`src/design/merl_pkg.sv`:
```
// ----------------------------------------------------------------------------
// merl_pkg: shared types and constants for the motor effort ramp limiter
// Register map, reset values and the configuration bundle seen by the lanes.
// ----------------------------------------------------------------------------
package merl_pkg;

    localparam int EFFORT_W = 8;          // applied effort, signed
    localparam int LANE_W   = 9;          // effort before clamping, signed
    localparam int ADDR_W   = 5;
    localparam int DATA_W   = 32;

    // register indexes (byte address = 4 * index)
    localparam logic [2:0] REG_SPEED_LIMIT = 3'd0;
    localparam logic [2:0] REG_TURN_LIMIT  = 3'd1;
    localparam logic [2:0] REG_RAMP_ZONE   = 3'd2;
    localparam logic [2:0] REG_RAMP_STEP   = 3'd3;
    localparam logic [2:0] REG_DEAD_BAND   = 3'd4;

    localparam logic [6:0] SPEED_LIMIT_RST = 7'd25;
    localparam logic [6:0] TURN_LIMIT_RST  = 7'd35;
    localparam logic [6:0] RAMP_ZONE_RST   = 7'd15;
    localparam logic [4:0] RAMP_STEP_RST   = 5'd5;
    localparam logic [3:0] DEAD_BAND_RST   = 4'd1;

    // 205 / 1024 gives floor(m / 5) exactly for m below 1024
    localparam logic [7:0] FIFTH_RECIP    = 8'd205;

    typedef struct packed {
        logic [6:0] speed_limit;
        logic [6:0] turn_limit;
        logic [6:0] ramp_zone;
        logic [4:0] ramp_step;
        logic [3:0] dead_band;
    } cfg_t;

endpackage

```
`src/design/motor_effort_ramp_limiter.sv`:
```
// ----------------------------------------------------------------------------
// motor_effort_ramp_limiter: per-tick ramp and clamp of three motor efforts
// Each taken request with s_tuser low puts its result into the output queue.
// Throughput: one request per cycle; a two-entry output queue holds results
// while m_tready is low, s_tready drops only when both entries are full.
// Reset (aresetn low, synchronous): efforts go to zero, registers to defaults,
// the output queue empties.
// ----------------------------------------------------------------------------
module motor_effort_ramp_limiter (
    input  logic        aclk,
    input  logic        aresetn,

    input  logic        s_tvalid,
    output logic        s_tready,
    input  logic [23:0] s_tdata,    // [7:0] left_demand, [15:8] right_demand,
                                    // [23:16] flipper_demand
    input  logic        s_tuser,    // arm_active

    output logic        m_tvalid,
    input  logic        m_tready,
    output logic [23:0] m_tdata,    // [7:0] left_effort, [15:8] right_effort,
                                    // [23:16] flipper_effort

    input  logic        psel,
    input  logic        penable,
    input  logic        pwrite,
    input  logic [merl_pkg::ADDR_W-1:0] paddr,
    input  logic [merl_pkg::DATA_W-1:0] pwdata,
    output logic [merl_pkg::DATA_W-1:0] prdata,
    output logic        pready
);

    merl_pkg::cfg_t cfg_reg;

    logic [7:0] left_eff_reg;
    logic [7:0] right_eff_reg;
    logic [7:0] flipper_eff_reg;

    logic [8:0] left_lane;
    logic [8:0] right_lane;
    logic [8:0] flipper_lane;
    logic [7:0] left_new;
    logic [7:0] right_new;
    logic [7:0] flipper_new;

    logic [23:0] queue_reg [2];
    logic        wr_ptr_reg;
    logic        rd_ptr_reg;
    logic [1:0]  count_reg;
    logic [1:0]  count_next;

    logic        in_take;
    logic        push;
    logic        pop;
    logic        cfg_wr;

    // ---------------- configuration port ----------------
    assign pready = 1'b1;
    assign cfg_wr = psel && penable && pwrite && pready;

    always_ff @(posedge aclk) begin
        if (!aresetn) begin
            cfg_reg.speed_limit <= merl_pkg::SPEED_LIMIT_RST;
            cfg_reg.turn_limit  <= merl_pkg::TURN_LIMIT_RST;
            cfg_reg.ramp_zone   <= merl_pkg::RAMP_ZONE_RST;
            cfg_reg.ramp_step   <= merl_pkg::RAMP_STEP_RST;
            cfg_reg.dead_band   <= merl_pkg::DEAD_BAND_RST;
        end else if (cfg_wr) begin
            case (paddr[4:2])
                merl_pkg::REG_SPEED_LIMIT: cfg_reg.speed_limit <= pwdata[6:0];
                merl_pkg::REG_TURN_LIMIT:  cfg_reg.turn_limit  <= pwdata[6:0];
                merl_pkg::REG_RAMP_ZONE:   cfg_reg.ramp_zone   <= pwdata[6:0];
                merl_pkg::REG_RAMP_STEP:   cfg_reg.ramp_step   <= pwdata[4:0];
                merl_pkg::REG_DEAD_BAND:   cfg_reg.dead_band   <= pwdata[3:0];
                default: ;
            endcase
        end
    end

    always_comb begin
        case (paddr[4:2])
            merl_pkg::REG_SPEED_LIMIT: prdata = {25'd0, cfg_reg.speed_limit};
            merl_pkg::REG_TURN_LIMIT:  prdata = {25'd0, cfg_reg.turn_limit};
            merl_pkg::REG_RAMP_ZONE:   prdata = {25'd0, cfg_reg.ramp_zone};
            merl_pkg::REG_RAMP_STEP:   prdata = {27'd0, cfg_reg.ramp_step};
            merl_pkg::REG_DEAD_BAND:   prdata = {28'd0, cfg_reg.dead_band};
            default:                   prdata = '0;
        endcase
    end

    // ---------------- lanes and merge ----------------
    merl_lane u_lane_left (
        .cfg         (cfg_reg),
        .ramp_en     (1'b1),
        .demand      (s_tdata[7:0]),
        .effort      (left_eff_reg),
        .next_effort (left_lane)
    );

    merl_lane u_lane_right (
        .cfg         (cfg_reg),
        .ramp_en     (1'b1),
        .demand      (s_tdata[15:8]),
        .effort      (right_eff_reg),
        .next_effort (right_lane)
    );

    merl_lane u_lane_flipper (
        .cfg         (cfg_reg),
        .ramp_en     (1'b0),
        .demand      (s_tdata[23:16]),
        .effort      (flipper_eff_reg),
        .next_effort (flipper_lane)
    );

    merl_merge u_merge (
        .cfg         (cfg_reg),
        .left_in     (left_lane),
        .right_in    (right_lane),
        .flipper_in  (flipper_lane),
        .left_out    (left_new),
        .right_out   (right_new),
        .flipper_out (flipper_new)
    );

    // ---------------- handshake and state ----------------
    assign s_tready = (count_reg != 2'd2);
    assign in_take  = s_tvalid && s_tready;
    assign push     = in_take && !s_tuser;     // armed ticks leave no trace
    assign pop      = m_tvalid && m_tready;

    always_ff @(posedge aclk) begin
        if (!aresetn) begin
            left_eff_reg    <= 8'd0;
            right_eff_reg   <= 8'd0;
            flipper_eff_reg <= 8'd0;
        end else if (push) begin
            left_eff_reg    <= left_new;
            right_eff_reg   <= right_new;
            flipper_eff_reg <= flipper_new;
        end
    end

    always_comb begin
        count_next = count_reg;
        if (push && !pop) begin
            count_next = count_reg + 2'd1;
        end else if (pop && !push) begin
            count_next = count_reg - 2'd1;
        end
    end

    always_ff @(posedge aclk) begin
        if (!aresetn) begin
            wr_ptr_reg <= 1'b0;
            rd_ptr_reg <= 1'b0;
            count_reg  <= 2'd0;
        end else begin
            count_reg <= count_next;
            if (push) begin
                wr_ptr_reg <= !wr_ptr_reg;
            end
            if (pop) begin
                rd_ptr_reg <= !rd_ptr_reg;
            end
        end
    end

    always_ff @(posedge aclk) begin
        if (push) begin
            queue_reg[wr_ptr_reg] <= {flipper_new, right_new, left_new};
        end
    end

    assign m_tvalid = (count_reg != 2'd0);
    assign m_tdata  = queue_reg[rd_ptr_reg];

endmodule

```
`src/design/merl_lane.sv`:
```
// ----------------------------------------------------------------------------
// merl_lane: per-motor effort update
// Deadband on the demand, then a fixed ramp step near zero (drive motors, zero
// demand gives zero) or a fifth of the error, result truncated toward zero.
// ----------------------------------------------------------------------------
module merl_lane (
    input  merl_pkg::cfg_t                  cfg,
    input  logic                            ramp_en,   // drive motor: ramp zone applies
    input  logic [merl_pkg::EFFORT_W-1:0]   demand,
    input  logic [merl_pkg::EFFORT_W-1:0]   effort,
    output logic [merl_pkg::LANE_W-1:0]     next_effort
);

    logic [7:0]  dmag;
    logic [7:0]  want;
    logic [8:0]  err;
    logic        err_pos;
    logic        err_neg;
    logic [7:0]  emag;
    logic        in_zone;
    logic [8:0]  eff9;
    logic [8:0]  step9;
    logic [8:0]  ramp_val;
    logic [10:0] sum;
    logic [9:0]  smag;
    logic [17:0] prod;
    logic [7:0]  quot;
    logic [8:0]  fifth_val;

    always_comb begin
        dmag = demand[7] ? (8'd0 - demand) : demand;
        want = (dmag <= {4'b0, cfg.dead_band}) ? 8'd0 : demand;

        err     = {want[7], want} - {effort[7], effort};
        err_pos = !err[8] && (err != 9'd0);
        err_neg = err[8];

        emag    = effort[7] ? (8'd0 - effort) : effort;
        in_zone = emag <= {1'b0, cfg.ramp_zone};

        eff9  = {effort[7], effort};
        step9 = {4'b0, cfg.ramp_step};
        if (err_pos && !want[7] && (want != 8'd0)) begin
            ramp_val = eff9 + step9;
        end else if (err_neg && want[7]) begin
            ramp_val = eff9 - step9;
        end else if (want == 8'd0) begin
            ramp_val = 9'd0;
        end else begin
            ramp_val = eff9;
        end

        // (5*effort + err) = 4*effort + want
        sum       = {effort[7], effort, 2'b00} + {{3{want[7]}}, want};
        smag      = sum[10] ? 10'(11'd0 - sum) : sum[9:0];
        prod      = smag * merl_pkg::FIFTH_RECIP;
        quot      = prod[17:10];
        fifth_val = sum[10] ? (9'd0 - {1'b0, quot}) : {1'b0, quot};

        next_effort = (ramp_en && in_zone) ? ramp_val : fifth_val;
    end

endmodule

```
`src/design/merl_merge.sv`:
```
// ----------------------------------------------------------------------------
// merl_merge: combine the three lane results
// Opposite-sign drive efforts clamp to the turn limit, then every effort
// clamps to the speed limit.
// ----------------------------------------------------------------------------
module merl_merge (
    input  merl_pkg::cfg_t                  cfg,
    input  logic [merl_pkg::LANE_W-1:0]     left_in,
    input  logic [merl_pkg::LANE_W-1:0]     right_in,
    input  logic [merl_pkg::LANE_W-1:0]     flipper_in,
    output logic [merl_pkg::EFFORT_W-1:0]   left_out,
    output logic [merl_pkg::EFFORT_W-1:0]   right_out,
    output logic [merl_pkg::EFFORT_W-1:0]   flipper_out
);

    function automatic logic [8:0] clamp_sym(input logic [8:0] v, input logic [6:0] lim);
        logic [8:0] hi;
        logic [8:0] lo;
        hi = {2'b00, lim};
        lo = 9'd0 - hi;
        if ($signed(v) > $signed(hi)) begin
            clamp_sym = hi;
        end else if ($signed(v) < $signed(lo)) begin
            clamp_sym = lo;
        end else begin
            clamp_sym = v;
        end
    endfunction

    logic       l_pos, l_neg, r_pos, r_neg;
    logic       opposite;
    logic [8:0] left_t;
    logic [8:0] right_t;
    logic [8:0] left_c;
    logic [8:0] right_c;
    logic [8:0] flipper_c;

    always_comb begin
        l_pos = !left_in[8] && (left_in != 9'd0);
        l_neg = left_in[8];
        r_pos = !right_in[8] && (right_in != 9'd0);
        r_neg = right_in[8];
        opposite = (l_pos && r_neg) || (l_neg && r_pos);

        left_t  = opposite ? clamp_sym(left_in, cfg.turn_limit) : left_in;
        right_t = opposite ? clamp_sym(right_in, cfg.turn_limit) : right_in;

        left_c    = clamp_sym(left_t, cfg.speed_limit);
        right_c   = clamp_sym(right_t, cfg.speed_limit);
        flipper_c = clamp_sym(flipper_in, cfg.speed_limit);

        left_out    = left_c[7:0];
        right_out   = right_c[7:0];
        flipper_out = flipper_c[7:0];
    end

endmodule
```
`config.mk`:
```
export PLATFORM = sky130hd
export DESIGN_NAME = motor_effort_ramp_limiter
export DESIGN_NICKNAME = d
export VERILOG_FILES = /design/src/design/merl_pkg.sv /design/src/design/motor_effort_ramp_limiter.sv /design/src/design/merl_lane.sv /design/src/design/merl_merge.sv
export SDC_FILE = /design/constraint.sdc
export NUM_CORES = 1
export LEC_CHECK = 0
export BUFFER_PORTS_ARGS = -buffer_cell sky130_fd_sc_hd__buf_2
export CORE_ASPECT_RATIO = 1.5
export CORE_MARGIN = 1
export CORE_UTILIZATION = 30
export DETAILED_ROUTE_END_ITERATION = 6
export PLACE_DENSITY = 0.47
export SYNTH_ARGS = -nofsm -noshare
export SYNTH_HDL_FRONTEND = slang
export SYNTH_HIERARCHICAL = 1
export SYNTH_SLANG_ARGS = --single-unit
```
`constraint.sdc`:
```
create_clock -name aclk -period 14.6 [get_ports aclk]
set_clock_uncertainty 0.1 [all_clocks]
set_input_delay 1.46 -clock aclk [delete_from_list [all_inputs] [get_ports aclk]]
set_output_delay 1.46 -clock aclk [all_outputs]
set_load 0.05 [all_outputs]
```
==> results of run 1 <==
-- layout by cell type (no fill, tap or decap), types with 30 or more instances in the layout --
master / n
xnor2_1: 93
nor3_1: 31
nor2b_1: 34
buf_2: 74
mux2i_1: 57
dfxtp_1: 59
and2_1: 31
a21oi_1: 149
nor2_1: 131
mux2_2: 37
nand3_1: 75
fa_1: 54
buf_4: 58
nand4_1: 30
edfxtp_1: 48
o21ai_0: 142
o211ai_1: 31
a21o_1: 39
nand2_1: 164
ha_1: 340
xor2_1: 47
inv_1: 270
o21a_1: 49
-- layer usage --
layer | vias to the layer above | routed length (um)
met5 | - | 12
met4 | 2 | 1880
met3 | 78 | 2138
met2 | 396 | 34730
met1 | 8681 | 25060
li1 | 8804 | -
-- area by class of cell --
| cell class | instances | area, sq um |
|---|---|---|
| Antenna cell | 1 | 2.502 |
| Inverter | 272 | 1022 |
| Sequential cell | 107 | 2623 |
| Timing Repair Buffer | 132 | 805.8 |
| Tap cell | 870 | 1089 |
| Clock buffer | 9 | 225.2 |
| Multi-Input combinational cell | 1967 | 15650 |
| Clock inverter | 7 | 56.30 |
| Fill cell | 6874 | 43140 |
-- repair_timing --
item                       in CTS  in global routing
resized for setup               0                 12
setup endpoints to repair       0                 42
buffers inserted                0                  5
hold endpoints to repair        0                  0
-- worst min path at each step --
stage,endpoint,slack (ps),depth (start not counted)
detailed placement,flip-flop,400,2
floorplan,cfg_reg[20],340,2
CTS,flip-flop,420,2
global route,count_reg[1],460,2
global placement,count_reg[1],390,2
finish,flip-flop,410,2
-- logic make-up after synthesis --
kind of cell	after synthesis
multiplexers	97
XOR/XNOR	144
AO/OA/AOI/OAI	652
other	2
AND/OR/NAND/NOR	651
flip-flops	107
adder cells (fa/ha/maj)	394
buffers and inverters	373
-- tightest hold or removal path: stages, from the launching register on --
cell,delay (ps)
dfxtp_1,330
xor2_1,80
nor2_1,70
-- through the flow --
| step | TNS [ps] | hold slack [ps] | utilization | setup slack [ps] |
|---|---|---|---|---|
| global placement | 0 | 385.8 | 0.3264 | 11.81 |
| floorplan | 0 | 341.4 | - | 1680 |
| finish | 0 | 408.5 | 0.3323 | 601.6 |
| global route | -3.825 | 457.9 | 0.3323 | -3.825 |
| detailed placement | -63.92 | 396.1 | 0.3264 | -63.92 |
| CTS | 0 | 419.5 | 0.3308 | 262.1 |
==> results.sh, run 1 <==
export IMPL_clk_path_buf_depth=2
export IMPL_via_count=17961
export IMPL_synth_cell_type_count=124
export IMPL_worstSkewPairLatency_ps=370
export IMPL_viasPerCell=5.338
export IMPL_die_width_um=211.2
export IMPL_tritoncts="yes"
export IMPL_async_flop_share=0
export IMPL_core_area_sq_um=64610
export IMPL_grt_util_met3=0.01331
export IMPL_netlist_area_sq_um=19690
export IMPL_numPlacedInstances=3343
export IMPL_ys_warn_count=6
export IMPL_ant_nets=0
export IMPL_cp_slowest_cell="fa_1"
export IMPL_startpoint_type="input port"
export IMPL_synthDominantCellAreaShare=0.2160
export IMPL_drv_cap=0
export IMPL_tightestPinTransition_ps=1410
export IMPL_num_nets_final=2952
export IMPL_root_buffer="clkbuf_16"
export IMPL_outcome="complete, no violations"
export IMPL_cpMostUsedCell="ha_1"
export IMPL_grt_usage=0.1895
export IMPL_htree_num_levels=3
export IMPL_syn_avg_cell_area_sq_um=8.138
export IMPL_slew_viol_final=0
export IMPL_hold_viol=0
export IMPL_fin_area_sq_um=21470
export IMPL_syn_to_final_growth_pct=9.028
export IMPL_synth_seq_cells=107
export IMPL_synth_top_cell_by_area="ha_1"
export IMPL_grt_max_degree=37
export IMPL_synth_xor_area_frac=0.06537
export IMPL_drc=0
export IMPL_synthMuxAreaShare=0.05248
export IMPL_max_stage_delay_ps=540
export IMPL_routedWlPerCell_um=18.97
export IMPL_numCtsBuffers=9
export IMPL_worstSetupStartpoint="s_tdata[8]"
export IMPL_r2r_slack_ps=1530
export IMPL_hp_class="flip-flop to flip-flop"
export IMPL_dpl_instance_area_sq_um=21090
export IMPL_cp_arrival_ps=14200
export IMPL_cp_depth=58
export IMPL_largest_reg_flops=48
export IMPL_min_period_ps=14000
export IMPL_use_met2=0.3731
export IMPL_yosysSeqAreaShare=0.1332
export IMPL_fin_crit_sh=0.9588
export IMPL_grt_most_used_layer="met2"
export IMPL_drt_initial_drc_count=924
export IMPL_cpLargestDelayFamily="compound AO/OA/AOI/OAI gates"
export IMPL_drt_pass1_iterations=5
export IMPL_grt_pass1_wl_mm=98.68
export IMPL_start_util=0.3048
export IMPL_synthTopCellsByCount="ha_1, inv_1, nand2_1"
export IMPL_end_kind="flip-flop"
export IMPL_path_buf_inv=5
export IMPL_crit_path_max_fanout=11
export IMPL_use_met1=0.2101
export IMPL_clkTransAtPathRegs_ps=80
export IMPL_dp_hpwl_mm=53.54
export IMPL_synth_ff_type="dfxtp_1"
export IMPL_grt_pass1_vias=17725
export IMPL_maxSlewHeadroom=0.06028
export IMPL_synthAdderAreaFrac=0.2709
export IMPL_synth_area_leaders="ha_1, edfxtp_1, dfxtp_1"
export IMPL_antenna_found_initial=1
export IMPL_wirelength_mm=63.83
export IMPL_globalplace_congestion=0.9418
export IMPL_syn_inst=2420
export IMPL_crit_type="input port to flip-flop"
export IMPL_rows=114
export IMPL_hold_buffers=0
export IMPL_io_pins=128
export IMPL_regToRegStartpoint="cfg_reg[2]"
export IMPL_cts_num_sinks=107
export IMPL_synth_compound_area_frac=0.2222
export IMPL_portBuffers=74
export IMPL_synth_most_common_cell="ha_1"
export IMPL_overflow=0
export IMPL_r2r_cells=54
export IMPL_die_area_sq_um=66700
export IMPL_setup_viol=0
export IMPL_fmax_mhz=71.44
export IMPL_synth_edf_count=48
export IMPL_layout_cells_non_filler=3365
export IMPL_synth_top_family_by_area="adder cells"
export IMPL_worstPathRequired_ps=14800
export IMPL_synth_simple_area_share=0.1747
export IMPL_die_h_um=315.8
export IMPL_crit_path_end="right_eff_reg[5]"
export IMPL_hp_start="rd_ptr_reg"
export IMPL_timing_rr_end="right_eff_reg[5]"
export IMPL_drive_above_1_share=0.1071
Power of run 1 is not shown: default switching activity piles up to over one toggle a cycle in this logic, so the estimate is an artifact.
==> inputs of run 2 (changes only) <==
ABC_AREA = 1   (was not set)
==> run 2 against run 1 <==
Utilization is 0.34 points lower. Hold slack hardly changed. Count of clock-buffer cells in the layout is 1 higher. Synthesized area is 3.9% higher. Die area is 3.8% higher. Maximum frequency is 5.1% higher. Global-route usage is 0.37 points lower.
==> results.sh, run 2 <==
export IMPL_outcome="complete, no violations"
export IMPL_wl_met1_mm=24.51
export IMPL_wirelength_mm=63.44
export IMPL_drv_cap=0
export IMPL_crit_path_max_fanout=19
export IMPL_synth_top_cell_by_area="ha_1"
export IMPL_netlist_area_sq_um=20460
export IMPL_finalSetupTns_ps=0
export IMPL_numCtsBuffers=9
export IMPL_maxSlewHeadroom=0.3081
export IMPL_overflow=0
export IMPL_hold_viol=0
export IMPL_final_util=0.3289
export IMPL_start_util=0.3051
export IMPL_yosysSeqAreaShare=0.1282
export IMPL_mostFrequentLayoutCell="nand2_1"
export IMPL_min_period_ps=13310
export IMPL_startpoint_type="input port"
export IMPL_fin_crit_sh=0.9119
export IMPL_synth_edf_count=48
export IMPL_via_count=18748
export IMPL_synth_seq_cells=107
export IMPL_synth_ff_type="dfxtp_1"
export IMPL_rows=116
export IMPL_globalplace_congestion=0.9006
export IMPL_grt_pass1_wl_mm=101.0
export IMPL_grt_usage=0.1858
export IMPL_cpMostUsedCell="nand2_1"
export IMPL_synthTopCellsByCount="nand2_1, inv_1, ha_1"
export IMPL_cp_slowest_cell="fa_1"
export IMPL_largest_reg_flops=48
export IMPL_drc=0
export IMPL_viasPerCell=4.792
export IMPL_routed_top_layer="met5"
export IMPL_numPlacedInstances=3895
export IMPL_final_cell_mix="nand2_1, inv_1, ha_1, nor2_1, nand3_1"
export IMPL_rsz0062_at_grt="false"
export IMPL_root_buffer="clkbuf_16"
export IMPL_hp_class="flip-flop to flip-flop"
export IMPL_hold_depth=2
export IMPL_routedWlPerCell_um=16.22
export IMPL_synth_most_common_cell="nand2_1"
export IMPL_core_area_sq_um=67050
export IMPL_synth_cell_type_count=75
export IMPL_worstPathRequired_ps=14760
export IMPL_n_fill_cell=7557
export IMPL_routed_wl_met2_mm=35.42
export IMPL_cts_num_sinks=107
export IMPL_syn_to_final_growth_pct=7.810
export IMPL_async_flop_share=0
export IMPL_ant_nets=0
export IMPL_antenna_found_initial=3
export IMPL_end_kind="flip-flop"
export IMPL_route_met3_wl_mm=1.254
export IMPL_cp_arrival_ps=13480
export IMPL_synthDominantCellAreaShare=0.2080
export IMPL_layout_cells_non_filler=3912
export IMPL_synth_area_leaders="ha_1, nand2_1, inv_1"
export IMPL_io_pins=128
export IMPL_tritoncts="yes"
export IMPL_syn_avg_cell_area_sq_um=6.921
export IMPL_clk_path_buf_depth=2
export IMPL_portBuffers=74
export IMPL_die_area_sq_um=69260
export IMPL_num_nets_final=3484
export IMPL_worstSkewPairLatency_ps=380
export IMPL_fmax_mhz=75.11
export IMPL_setup_viol=0
export IMPL_die_width_um=215.2
export IMPL_die_h_um=321.8
export IMPL_slew_viol_final=0
export IMPL_ys_warn_count=6
export IMPL_drt_initial_drc_count=815
export IMPL_crit_type="input port to flip-flop"
export IMPL_grt_max_degree=59
export IMPL_drive_above_1_share=0.1091
export IMPL_dp_hpwl_mm=54.63
export IMPL_htree_num_levels=3
export IMPL_syn_inst=2956
export IMPL_drt_pass1_iterations=5
export IMPL_clkTransAtPathRegs_ps=80
export IMPL_max_stage_delay_ps=550
export IMPL_r2r_cells=67
export IMPL_grt_pass1_vias=19189
export IMPL_tightestPinTransition_ps=1030
[run 2: cell types whose count changed in the layout (fill, tap and decap cells not counted), sizes merged, moves of 26 or more]
cell	before	now
nor2b	37	0
mux2i	59	0
and2	31	5
buf	132	90
nand2	165	641
nand3	75	256
a21o	41	7
xnor2	95	24
xor2	49	100
inv	275	500
nand2b	29	0
nor2	132	294
o21a	49	4
[run 2: stage by stage]
step	cell area, sq um	worst slack, ps	hold WS (ps)
after CTS	22050	1131	408.0
after detailed placement	21760	775.0	388.2
after floorplan	20560	2831	348.8
after global placement	21760	837.3	388.8
final	22050	1287	408.1
after global routing	22050	140.0	456.4
[run 2: worst paths after layout]
path               from              end  slack, ps
max          s_tdata[0]  left_eff_reg[6]       1290
min          rd_ptr_reg       rd_ptr_reg        410
max reg2reg  cfg_reg[1]  left_eff_reg[6]       2430
min reg2reg  rd_ptr_reg       rd_ptr_reg        410
[run 2: cell type report]
type | count | area, sq um | area share
clock buffer | 10 | 229.0 | 0.01038
sequential | 107 | 2623 | 0.1189
timing repair buffer | 90 | 490.5 | 0.02224
tap | 885 | 1107 | 0.05021
clock inverter | 6 | 56.30 | 0.002553
multi-input combinational | 2316 | 15670 | 0.7106
antenna | 1 | 2.502 | 0.0001135
inverter | 497 | 1876 | 0.08504
[run 2: metal layers]
layer / GRT usage / up-vias
met5: 0 / -
met3: 0.01124 / 86
met4: 0.07092 / 2
li1: - / 9806
met2: 0.3834 / 291
met1: 0.1905 / 8563
[run 2: what timing repair did]
item,CTS,global route
gates resized for setup,0,1
endpoints found under the setup margin,0,1
buffers inserted,0,0
hold buffers,0,0
[run 2: cell families after synthesis]
logic type                 Yosys count  synth area share
adders and majority gates          394            0.2608
other                                2         0.0003671
muxes                               24           0.01321
xor gates and xnor gates           124           0.05896
DFF                                107            0.1282
and+or+nand+nor                   1305            0.2966
buffers and inverters              560            0.1117
AOI/OAI and AO/OA                  440            0.1302
[run 2: worst max-delay path: cells and delay by family]
kind / cells / cell delay, ps
buf+inv: 13 / 1180
compound gates: 15 / 2680
xor+xnor: 2 / 340
simple gates: 31 / 3630
fa+ha+maj: 12 / 4140
Power of run 2 is left out for the same reason.
